[config.mk]
export PLATFORM = sky130hd
export DESIGN_NAME = dct8x8_quantizer_top
export DESIGN_NICKNAME = d
export VERILOG_FILES = /design/src/dctq_pkg.sv /design/src/dctq_ram.sv /design/src/dctq_datapath.sv /design/src/dctq_ctrl.sv /design/src/dct8x8_quantizer_top.sv
export SDC_FILE = /design/constraint.sdc
export NUM_CORES = 2
export LEC_CHECK = 0
export BUFFER_PORTS_ARGS = -buffer_cell sky130_fd_sc_hd__buf_2
export CELL_PAD_IN_SITES_DETAIL_PLACEMENT = 1
export CELL_PAD_IN_SITES_GLOBAL_PLACEMENT = 2
export CORE_UTILIZATION = 49
export CTS_BUF_LIST = sky130_fd_sc_hd__clkbuf_4 sky130_fd_sc_hd__clkbuf_8 sky130_fd_sc_hd__clkbuf_16
export CTS_CLUSTER_DIAMETER = 100
export CTS_CLUSTER_SIZE = 8
export DETAILED_ROUTE_END_ITERATION = 8
export HOLD_SLACK_MARGIN = 0.06
export MAX_ROUTING_LAYER = met4
export PLACE_DENSITY = 0.85
export SETUP_SLACK_MARGIN = 0.15
export SKIP_LAST_GASP = 1
export SYNTH_ARGS = -nofsm -noshare
export SYNTH_HDL_FRONTEND = slang
export SYNTH_SLANG_ARGS = --single-unit
[constraint.sdc]
create_clock -name clk_i -period 34.2 [get_ports clk_i]
set_clock_uncertainty 0.05 [all_clocks]
set_input_delay 6.84 -clock clk_i [delete_from_list [all_inputs] [get_ports clk_i]]
set_output_delay 6.84 -clock clk_i [all_outputs]
set_load 0.01 [all_outputs]
[src/dctq_pkg.sv]
// Shared types, constants and helper functions for the 8x8 DCT quantizer.
`timescale 1ns / 1ps
package dctq_pkg;

  // Width of a working DCT value.
  localparam int unsigned WW = 24;
  typedef logic signed [WW-1:0] wval_t;

  localparam int unsigned CMD_PIXEL = 0;
  localparam int unsigned CMD_QUANT = 1;

  localparam logic signed [WW-1:0] DC_OFFSET = 24'sd8192;
  localparam logic [15:0] COEF_MAX_MAG = 16'd16384;

  // Datapath commands from the controller.
  typedef struct packed {
    logic       pix_wr;   // store incoming pixel
    logic       q_wr;     // store quantizer entry
    logic       ld;       // load one element into pass register
    logic [2:0] ld_k;     // element slot
    logic [5:0] addr;     // working store address
    logic       butterfly;// compute the 8-point pass
    logic       st;       // write one pass result back
    logic       div_start;// start a division
  } dctq_cmd_t;

  typedef struct packed {
    logic div_done;
  } dctq_sts_t;

  // Arithmetic shift right with floor rounding.
  function automatic wval_t asr(input wval_t x, input int unsigned s);
    asr = x >>> s;
  endfunction

endpackage

[src/dctq_ram.sv]
// Generic single-port-write RAM with registered read.
`timescale 1ns / 1ps
module dctq_ram #(
  parameter int unsigned WIDTH = 8,
  parameter int unsigned DEPTH = 64
) (
  input  logic                     clk_i,
  input  logic                     we_i,
  input  logic [$clog2(DEPTH)-1:0] waddr_i,
  input  logic [WIDTH-1:0]         wdata_i,
  input  logic [$clog2(DEPTH)-1:0] raddr_i,
  output logic [WIDTH-1:0]         rdata_o
);
  logic [WIDTH-1:0] mem_q [DEPTH];

  // Write port and registered read port.
  always_ff @(posedge clk_i) begin
    if (we_i) mem_q[waddr_i] <= wdata_i;
    rdata_o <= mem_q[raddr_i];
  end
endmodule

[src/dctq_datapath.sv]
// Datapath: working store, 8-point pass unit, quantizer divider and output saturation.
`timescale 1ns / 1ps
module dctq_datapath (
  input  logic                clk_i,
  input  logic                rst_ni,
  input  dctq_pkg::dctq_cmd_t cmd_i,
  output dctq_pkg::dctq_sts_t sts_o,
  input  logic [7:0]          pixel_i,
  input  logic [5:0]          quant_index_i,
  input  logic [15:0]         quant_value_i,
  output logic signed [14:0]  coef_o
);
  import dctq_pkg::*;

  // Working store (holds pixels, then transformed values).
  logic        wr_en;
  logic [5:0]  wr_addr;
  wval_t       wr_data, rd_data;
  dctq_ram #(.WIDTH(WW), .DEPTH(64)) u_work (
    .clk_i, .we_i(wr_en), .waddr_i(wr_addr), .wdata_i(wr_data),
    .raddr_i(cmd_i.addr), .rdata_o(rd_data)
  );

  // Quantizer table, with valid bits giving the reset value one.
  logic [63:0] qv_q;
  logic [15:0] q_rd;
  dctq_ram #(.WIDTH(16), .DEPTH(64)) u_quant (
    .clk_i, .we_i(cmd_i.q_wr), .waddr_i(quant_index_i), .wdata_i(quant_value_i),
    .raddr_i(cmd_i.addr), .rdata_o(q_rd)
  );
  logic rd_valid_q;
  always_ff @(posedge clk_i or negedge rst_ni) begin
    if (!rst_ni) begin
      qv_q <= '0;
      rd_valid_q <= 1'b0;
    end else begin
      if (cmd_i.q_wr) qv_q[quant_index_i] <= 1'b1;
      rd_valid_q <= qv_q[cmd_i.addr];
    end
  end

  // Pass input and output registers.
  wval_t a_q [8];
  wval_t y_q [8];
  always_ff @(posedge clk_i) begin
    if (cmd_i.ld) a_q[cmd_i.ld_k] <= rd_data;
  end

  // One 8-point shift-and-add pass.
  wval_t y_d [8];
  always_comb begin
    wval_t s0, s1, s2, s3, d4, d5, d6, d7, e0, e1, e2, e3;
    wval_t p, q, r, t, o0, o1, o2, o3, m, n;
    s0 = a_q[0] + a_q[7]; d7 = a_q[0] - a_q[7];
    s1 = a_q[1] + a_q[6]; d6 = a_q[1] - a_q[6];
    s2 = a_q[2] + a_q[5]; d5 = a_q[2] - a_q[5];
    s3 = a_q[3] + a_q[4]; d4 = a_q[3] - a_q[4];
    e0 = s0 + s3; e3 = s0 - s3;
    e1 = s1 + s2; e2 = s1 - s2;
    y_d[0] = e0 + e1;
    y_d[4] = e0 - e1;
    p = e3 + e2; q = e3 - e2;
    r = p + asr(q, 1); t = q - asr(p, 1);
    y_d[2] = r - asr(t, 4);
    y_d[6] = t + asr(r, 4);
    p = d4 + asr(d7, 1); q = d7 - asr(d4, 1);
    r = p + asr(q, 3); t = q - asr(p, 3);
    r = r - asr(r, 3); t = t - asr(t, 3);
    o0 = r + asr(r, 6); o3 = t + asr(t, 6);
    p = d5 + asr(d6, 3); q = d6 - asr(d5, 3);
    o1 = p + asr(q, 4); o2 = q - asr(p, 4);
    m = o0 + o2; n = o3 + o1;
    y_d[5] = o0 - o2;
    y_d[3] = o3 - o1;
    y_d[1] = n + m;
    y_d[7] = n - m;
  end
  always_ff @(posedge clk_i) begin
    if (cmd_i.butterfly) y_q <= y_d;
  end

  // Working store write select: pixel or pass result.
  always_comb begin
    wr_en   = cmd_i.pix_wr | cmd_i.st;
    wr_addr = cmd_i.pix_wr ? cmd_i.addr : cmd_i.addr;
    wr_data = cmd_i.pix_wr ? wval_t'({16'd0, pixel_i}) : y_q[cmd_i.ld_k];
  end

  // Restoring divider: (2|c| + d) / (2d), one quotient bit per cycle.
  localparam int unsigned NB = 26;
  logic [NB-1:0] num_q, rem_q;
  logic [16:0]   den_q;
  logic [4:0]    cnt_q;
  logic          neg_q, busy_q, done_q;
  wval_t         c_in;
  logic [WW-1:0] mag;
  logic [15:0]   dv;
  logic [NB:0]   trial;
  always_comb begin
    c_in  = (cmd_i.addr == 6'd0) ? rd_data - DC_OFFSET : rd_data;
    mag   = c_in[WW-1] ? WW'(-c_in) : WW'(c_in);
    dv    = (!rd_valid_q) ? 16'd1 : ((q_rd == 16'd0) ? 16'd1 : q_rd);
    trial = {rem_q, num_q[NB-1]} - {10'd0, den_q};
  end
  always_ff @(posedge clk_i or negedge rst_ni) begin
    if (!rst_ni) begin
      busy_q <= 1'b0;
      done_q <= 1'b0;
      cnt_q  <= '0;
    end else begin
      done_q <= 1'b0;
      if (cmd_i.div_start) begin
        busy_q <= 1'b1;
        cnt_q  <= 5'(NB - 1);
      end else if (busy_q) begin
        if (cnt_q == 5'd0) begin
          busy_q <= 1'b0;
          done_q <= 1'b1;
        end
        cnt_q <= cnt_q - 5'd1;
      end
    end
  end
  always_ff @(posedge clk_i) begin
    if (cmd_i.div_start) begin
      num_q <= NB'({mag, 1'b0}) + NB'(dv);
      rem_q <= '0;
      den_q <= {dv, 1'b0};
      neg_q <= c_in[WW-1];
    end else if (busy_q) begin
      if (!trial[NB]) begin
        rem_q <= trial[NB-1:0];
        num_q <= {num_q[NB-2:0], 1'b1};
      end else begin
        rem_q <= {rem_q[NB-2:0], num_q[NB-1]};
        num_q <= {num_q[NB-2:0], 1'b0};
      end
    end
  end

  // Saturate and apply sign.
  logic [15:0] qmag;
  always_comb begin
    qmag = (num_q > NB'(COEF_MAX_MAG)) ? COEF_MAX_MAG : num_q[15:0];
    if (neg_q) coef_o = 15'(-$signed({1'b0, qmag}));
    else       coef_o = (qmag > 16'd16383) ? 15'sd16383 : 15'(qmag);
  end

  assign sts_o.div_done = done_q;
endmodule

[src/dctq_ctrl.sv]
// Controller: pixel counting, pass sequencing and result handshake.
`timescale 1ns / 1ps
module dctq_ctrl (
  input  logic                clk_i,
  input  logic                rst_ni,
  input  logic                valid_i,
  output logic                stall_o,
  input  logic                command_i,
  output dctq_pkg::dctq_cmd_t cmd_o,
  input  dctq_pkg::dctq_sts_t sts_i,
  output logic                valid_o,
  input  logic                stall_i,
  output logic [5:0]          coef_index_o,
  output logic                last_o
);
  import dctq_pkg::*;

  localparam logic [2:0] S_IDLE = 3'd0;
  localparam logic [2:0] S_LOAD = 3'd1;
  localparam logic [2:0] S_BFLY = 3'd2;
  localparam logic [2:0] S_STORE = 3'd3;
  localparam logic [2:0] S_QRD = 3'd4;
  localparam logic [2:0] S_DIV = 3'd5;
  localparam logic [2:0] S_OUT = 3'd6;

  logic [2:0] state_q, state_d;
  logic [5:0] pcnt_q, pcnt_d;
  logic [3:0] k_q, k_d;     // element step, one extra for read latency
  logic [3:0] line_q, line_d; // bit 3 selects column passes
  logic [5:0] oidx_q, oidx_d;
  logic       ostart_q, ostart_d;

  logic acc;
  assign stall_o = (state_q != S_IDLE);
  assign acc = valid_i & ~stall_o;

  // Address of element kk of the current line.
  function automatic logic [5:0] eaddr(input logic [3:0] ln, input logic [2:0] kk);
    eaddr = ln[3] ? {kk, ln[2:0]} : {ln[2:0], kk};
  endfunction

  always_comb begin
    state_d = state_q; pcnt_d = pcnt_q; k_d = k_q; line_d = line_q;
    oidx_d = oidx_q; ostart_d = 1'b0;
    cmd_o = '0;
    cmd_o.addr = pcnt_q;
    valid_o = 1'b0;
    unique case (state_q)
      S_IDLE: begin
        if (acc && command_i == 1'(CMD_QUANT)) cmd_o.q_wr = 1'b1;
        if (acc && command_i == 1'(CMD_PIXEL)) begin
          cmd_o.pix_wr = 1'b1;
          pcnt_d = pcnt_q + 6'd1;
          if (pcnt_q == 6'd63) begin
            state_d = S_LOAD; k_d = '0; line_d = '0;
          end
        end
      end
      S_LOAD: begin
        // Read address is presented in the cycle before its element is loaded.
        cmd_o.addr = eaddr(line_q, k_q[2:0]);
        if (k_q != 4'd0) begin
          cmd_o.ld = 1'b1;
          cmd_o.ld_k = 3'(k_q - 4'd1);
        end
        k_d = k_q + 4'd1;
        if (k_q == 4'd8) state_d = S_BFLY;
      end
      S_BFLY: begin
        cmd_o.butterfly = 1'b1;
        k_d = '0; state_d = S_STORE;
      end
      S_STORE: begin
        cmd_o.st = 1'b1;
        cmd_o.ld_k = k_q[2:0];
        cmd_o.addr = eaddr(line_q, k_q[2:0]);
        k_d = k_q + 4'd1;
        if (k_q == 4'd7) begin
          k_d = '0;
          line_d = line_q + 4'd1;
          if (line_q == 4'd15) begin
            state_d = S_QRD; oidx_d = '0;
          end else state_d = S_LOAD;
        end
      end
      S_QRD: begin
        // Registered read of coefficient and quantizer entry.
        cmd_o.addr = oidx_q;
        ostart_d = ostart_q ? 1'b0 : 1'b1;
        if (ostart_q) begin
          cmd_o.div_start = 1'b1;
          state_d = S_DIV;
        end
      end
      S_DIV: begin
        if (sts_i.div_done) state_d = S_OUT;
      end
      S_OUT: begin
        valid_o = 1'b1;
        if (!stall_i) begin
          oidx_d = oidx_q + 6'd1;
          state_d = (oidx_q == 6'd63) ? S_IDLE : S_QRD;
        end
      end
      default: state_d = S_IDLE;
    endcase
  end

  assign coef_index_o = oidx_q;
  assign last_o = (oidx_q == 6'd63);

  always_ff @(posedge clk_i or negedge rst_ni) begin
    if (!rst_ni) begin
      state_q <= S_IDLE; pcnt_q <= '0; k_q <= '0; line_q <= '0;
      oidx_q <= '0; ostart_q <= 1'b0;
    end else begin
      state_q <= state_d; pcnt_q <= pcnt_d; k_q <= k_d; line_q <= line_d;
      oidx_q <= oidx_d; ostart_q <= ostart_d;
    end
  end
endmodule

[src/dct8x8_quantizer_top.sv]
// Top level of the 8x8 DCT quantizer.
// Sequence: the 64th pixel starts 16 passes (load, butterfly, store), then every item of
// output is read, divided by the 26-step divider and presented before the next is read.
// Throughput: one pixel or quantizer write per cycle while collecting; the divider
// and the single-write-port working store set the block time.
// Reset clears the pixel count, the controller and the quantizer table to one.
`timescale 1ns / 1ps
module dct8x8_quantizer_top (
  input  logic               clk_i,
  input  logic               rst_ni,
  input  logic               valid_i,
  output logic               stall_o,
  input  logic               command_i,
  input  logic [7:0]         pixel_i,
  input  logic [5:0]         quant_index_i,
  input  logic [15:0]        quant_value_i,
  output logic               valid_o,
  input  logic               stall_i,
  output logic signed [14:0] coefficient_o,
  output logic [5:0]         coef_index_o,
  output logic               last_o
);
  import dctq_pkg::*;

  dctq_cmd_t cmd;
  dctq_sts_t sts;

  dctq_ctrl u_ctrl (
    .clk_i, .rst_ni, .valid_i, .stall_o, .command_i, .cmd_o(cmd), .sts_i(sts),
    .valid_o, .stall_i, .coef_index_o, .last_o
  );

  dctq_datapath u_dp (
    .clk_i, .rst_ni, .cmd_i(cmd), .sts_o(sts), .pixel_i, .quant_index_i,
    .quant_value_i, .coef_o(coefficient_o)
  );
endmodule

==> run metrics <==
vias in the first global route=120,000; EDFF count, synth=2,985; pin count of the biggest net entering global routing=141; Die Footprint=322,000 um^2; area leader, netlist=edfxtp_1; synth-to-layout area growth=13.1%; CTS resizes=0; delay-heaviest family, CP=compound AO/OA/AOI/OAI gates; layout cells sized above 1=10.6%; unrepaired setup endpoints after global routing=no; Reg area=93,400 um^2; Starting Density=49.2%; Inserted Clock Buffers=434; DRT antenna net count=0; num rows=207; drt wl/cell=33.6 um; Hold Fails Final Rpt=0; FILL cells=31,800; Reg clk slew, reported paths=50 ps; CTS Sinks=3,147; Min-Delay Path Class=register to register; vias=116,000; status=finished, violations left; vias per inst=6.55; setup TNS=0 ps; Placed Instance Area=164,000 um^2; CTS root buffer=clkbuf_16; initial antenna violation count=48; RD Place Congestion=0.971; commonest non-fill, non-tap cell in the layout=edfxtp_1; NumNets Final=14,200; Tmin final=13,500 ps; worst vdd ir=0.0642 mV; worst skew pair latency=1010 ps; kind of critical path=register to register; most frequent CP cell=o21ai_0; peak fanout along the critical path=10; DR DRC count=0; Syn Inst Count=12,900; relative slew slack=-2.18%; total track usage=37.0%; Hold Buf Count CTS=0; Die Y-Extent=567 um; Net Count, Synth=13,900; Seq/Total Area, Yosys=59.7%; CP Data Required Time=34,800 ps; global-route wire length before repair=839,000 um; DP Wirelength=392,000 um; Pleak=64.7 nW; die width=567 um; main area contributors after synthesis=edfxtp_1 57%, ha_1 7.3%, xnor2_1 3.4%, a21oi_1 2.9%, a22oi_1 2.9%; final slew viol count=10; Clock Path Buffers=4; CP startpoint kind=register; htree depth=5; final std cell area, no fill=177,000 um^2; critical path's largest stage delay=650 ps; Tightest Pin Transition=1530 ps; Synth cell types=104; I/O pins=59; cell area after synthesis=156,000 um^2; 1st-pass router iterations=6; violated checks=capacitance limit, slew limit; CTS tree=done; CP max-delay cell=a2111oi_0; total gr overflow=0; Post-CTS Setup Inserts=0; prevailing post-synth register cell=edfxtp_1; Crit path arrival time=14,100 ps; CP Buf/Inv Count=3; Avg Cell Area, Syn=12.2 um^2; initial drt markers=13,400; IO Port Bufs=58; commonest cells after routing, fill and taps aside=2,985 x edfxtp_1, 997 x nand2_1, 915 x ha_1; Final Cycle Share=39.5%; CORE AREA=318,000 um^2; final setup fails=0; endpoint class of the critical path=register; synthesized flop and latch total=3,147; Post-synth ARST share=3.05%; max frequency=74.1 MHz; post-route insts no fill=17,700; Syn. warnings=0; max-cap check violation count=4; final WL=593,000 um; multi-input combinational cell area=58,700 um^2; DP Cell Count=16,900; top-area cell type share of the netlist area=57.3%; PD cells=47.5 nW/um^2; flop2flop setup slack=20,700 ps
## final cells by class
| type | instances | share of cell area (%) |
|---|---|---|
| inverters | 878 | 1.86 |
| diodes | 59 | 0.0834 |
| clock inverters | 31 | 0.349 |
| multi-input cells | 8315 | 33.1 |
| well taps | 4180 | 2.96 |
| flip-flops and latches | 3147 | 52.8 |
| clock buffers | 649 | 7.05 |
| repair buffers | 408 | 1.78 |
## metrics by stage
stage,util (%),power (W),setup WS [ps],hold WS (ps)
finish,55.7,0.00840,20700,414
global route,55.7,0.00854,19490,427
CTS,55.6,0.00841,20800,419
detailed placement,51.5,0.00429,20910,406
global placement,51.5,0.00428,21180,401
floorplan,-,0.00426,19470,361
## kinds of logic after synthesis
family | after synthesis | synth area share, %
buffers and inverters | 1401 | 3.38
adders and majority gates | 955 | 7.83
and+or+nand+nor | 2930 | 8.49
DFF | 3147 | 59.7
xor gates and xnor gates | 842 | 4.87
AOI/OAI and AO/OA | 3537 | 15.4
muxes | 51 | 0.344
## cell usage after synthesis, types with 74 or more instances
master,number
buf_1,144
nor2b_1,92
a221oi_1,218
nand2b_1,89
dfrtp_1,96
ha_1,915
a22oi_1,606
a211oi_1,96
clkbuf_1,364
inv_1,871
o21ai_0,458
a21o_1,123
a22o_1,154
or2_2,87
nand4_1,113
a21boi_0,110
nand2_1,1000
o21bai_1,192
o21a_1,74
a31oi_1,132
a21oi_1,909
nor2_1,849
xor2_1,207
nand3_1,246
edfxtp_1,2985
nor3_1,200
xnor2_1,615
## layer usage
| metal | GRT usage (%) | wire [um] | part of all wire [%] |
|---|---|---|---|
| met5 | - | 0 | 0 |
| met4 | 30.6 | 57700 | 9.7 |
| met3 | 5.94 | 49100 | 8.3 |
| met2 | 59.6 | 281000 | 47 |
| met1 | 40.6 | 205000 | 35 |
## registers in the layout (all words and copies together), names as in the netlist, 4 cells and up
name,flops
u_dp.num_q,26
u_dp.u_work.rdata_o,24
u_dp.a_q,192
u_dp.rem_q,26
u_ctrl.coef_index_o,6
u_dp.u_work.mem_q,1536
u_dp.u_quant.mem_q,1024
u_ctrl.line_q,4
u_dp.cnt_q,5
u_dp.qv_q,64
u_ctrl.k_q,4
u_dp.y_q,190
u_dp.den_q,16
u_dp.u_quant.rdata_o,16
u_ctrl.pcnt_q,6
## path summary, 6_finish.rpt
check	startpoint	end	depth (start not counted)
max reg2reg	u_dp.a_q[7][1]	u_dp.y_q[167]	59
min reg2reg	u_dp.qv_q[50]	u_dp.qv_q[50]	1
max	u_dp.a_q[7][1]	u_dp.y_q[167]	59
min in group asynchronous	rst_ni	u_dp.qv_q[12]	1
max in group asynchronous	rst_ni	u_ctrl.k_q[0]	2
min	u_dp.qv_q[50]	u_dp.qv_q[50]	1
## where the power goes
| part | total [W] | leakage, nW | switching [W] | internal [W] |
|---|---|---|---|---|
| registers | 0.00418 | 28.6 | 0 | 0.00418 |
| logic | 0.0000334 | 29.5 | 0.0000301 | 0.00000327 |
| clock network | 0.00419 | 6.60 | 0.00169 | 0.00250 |
| total | 0.00840 | 64.7 | 0.00172 | 0.00669 |
(Power assumes the default switching activity.)
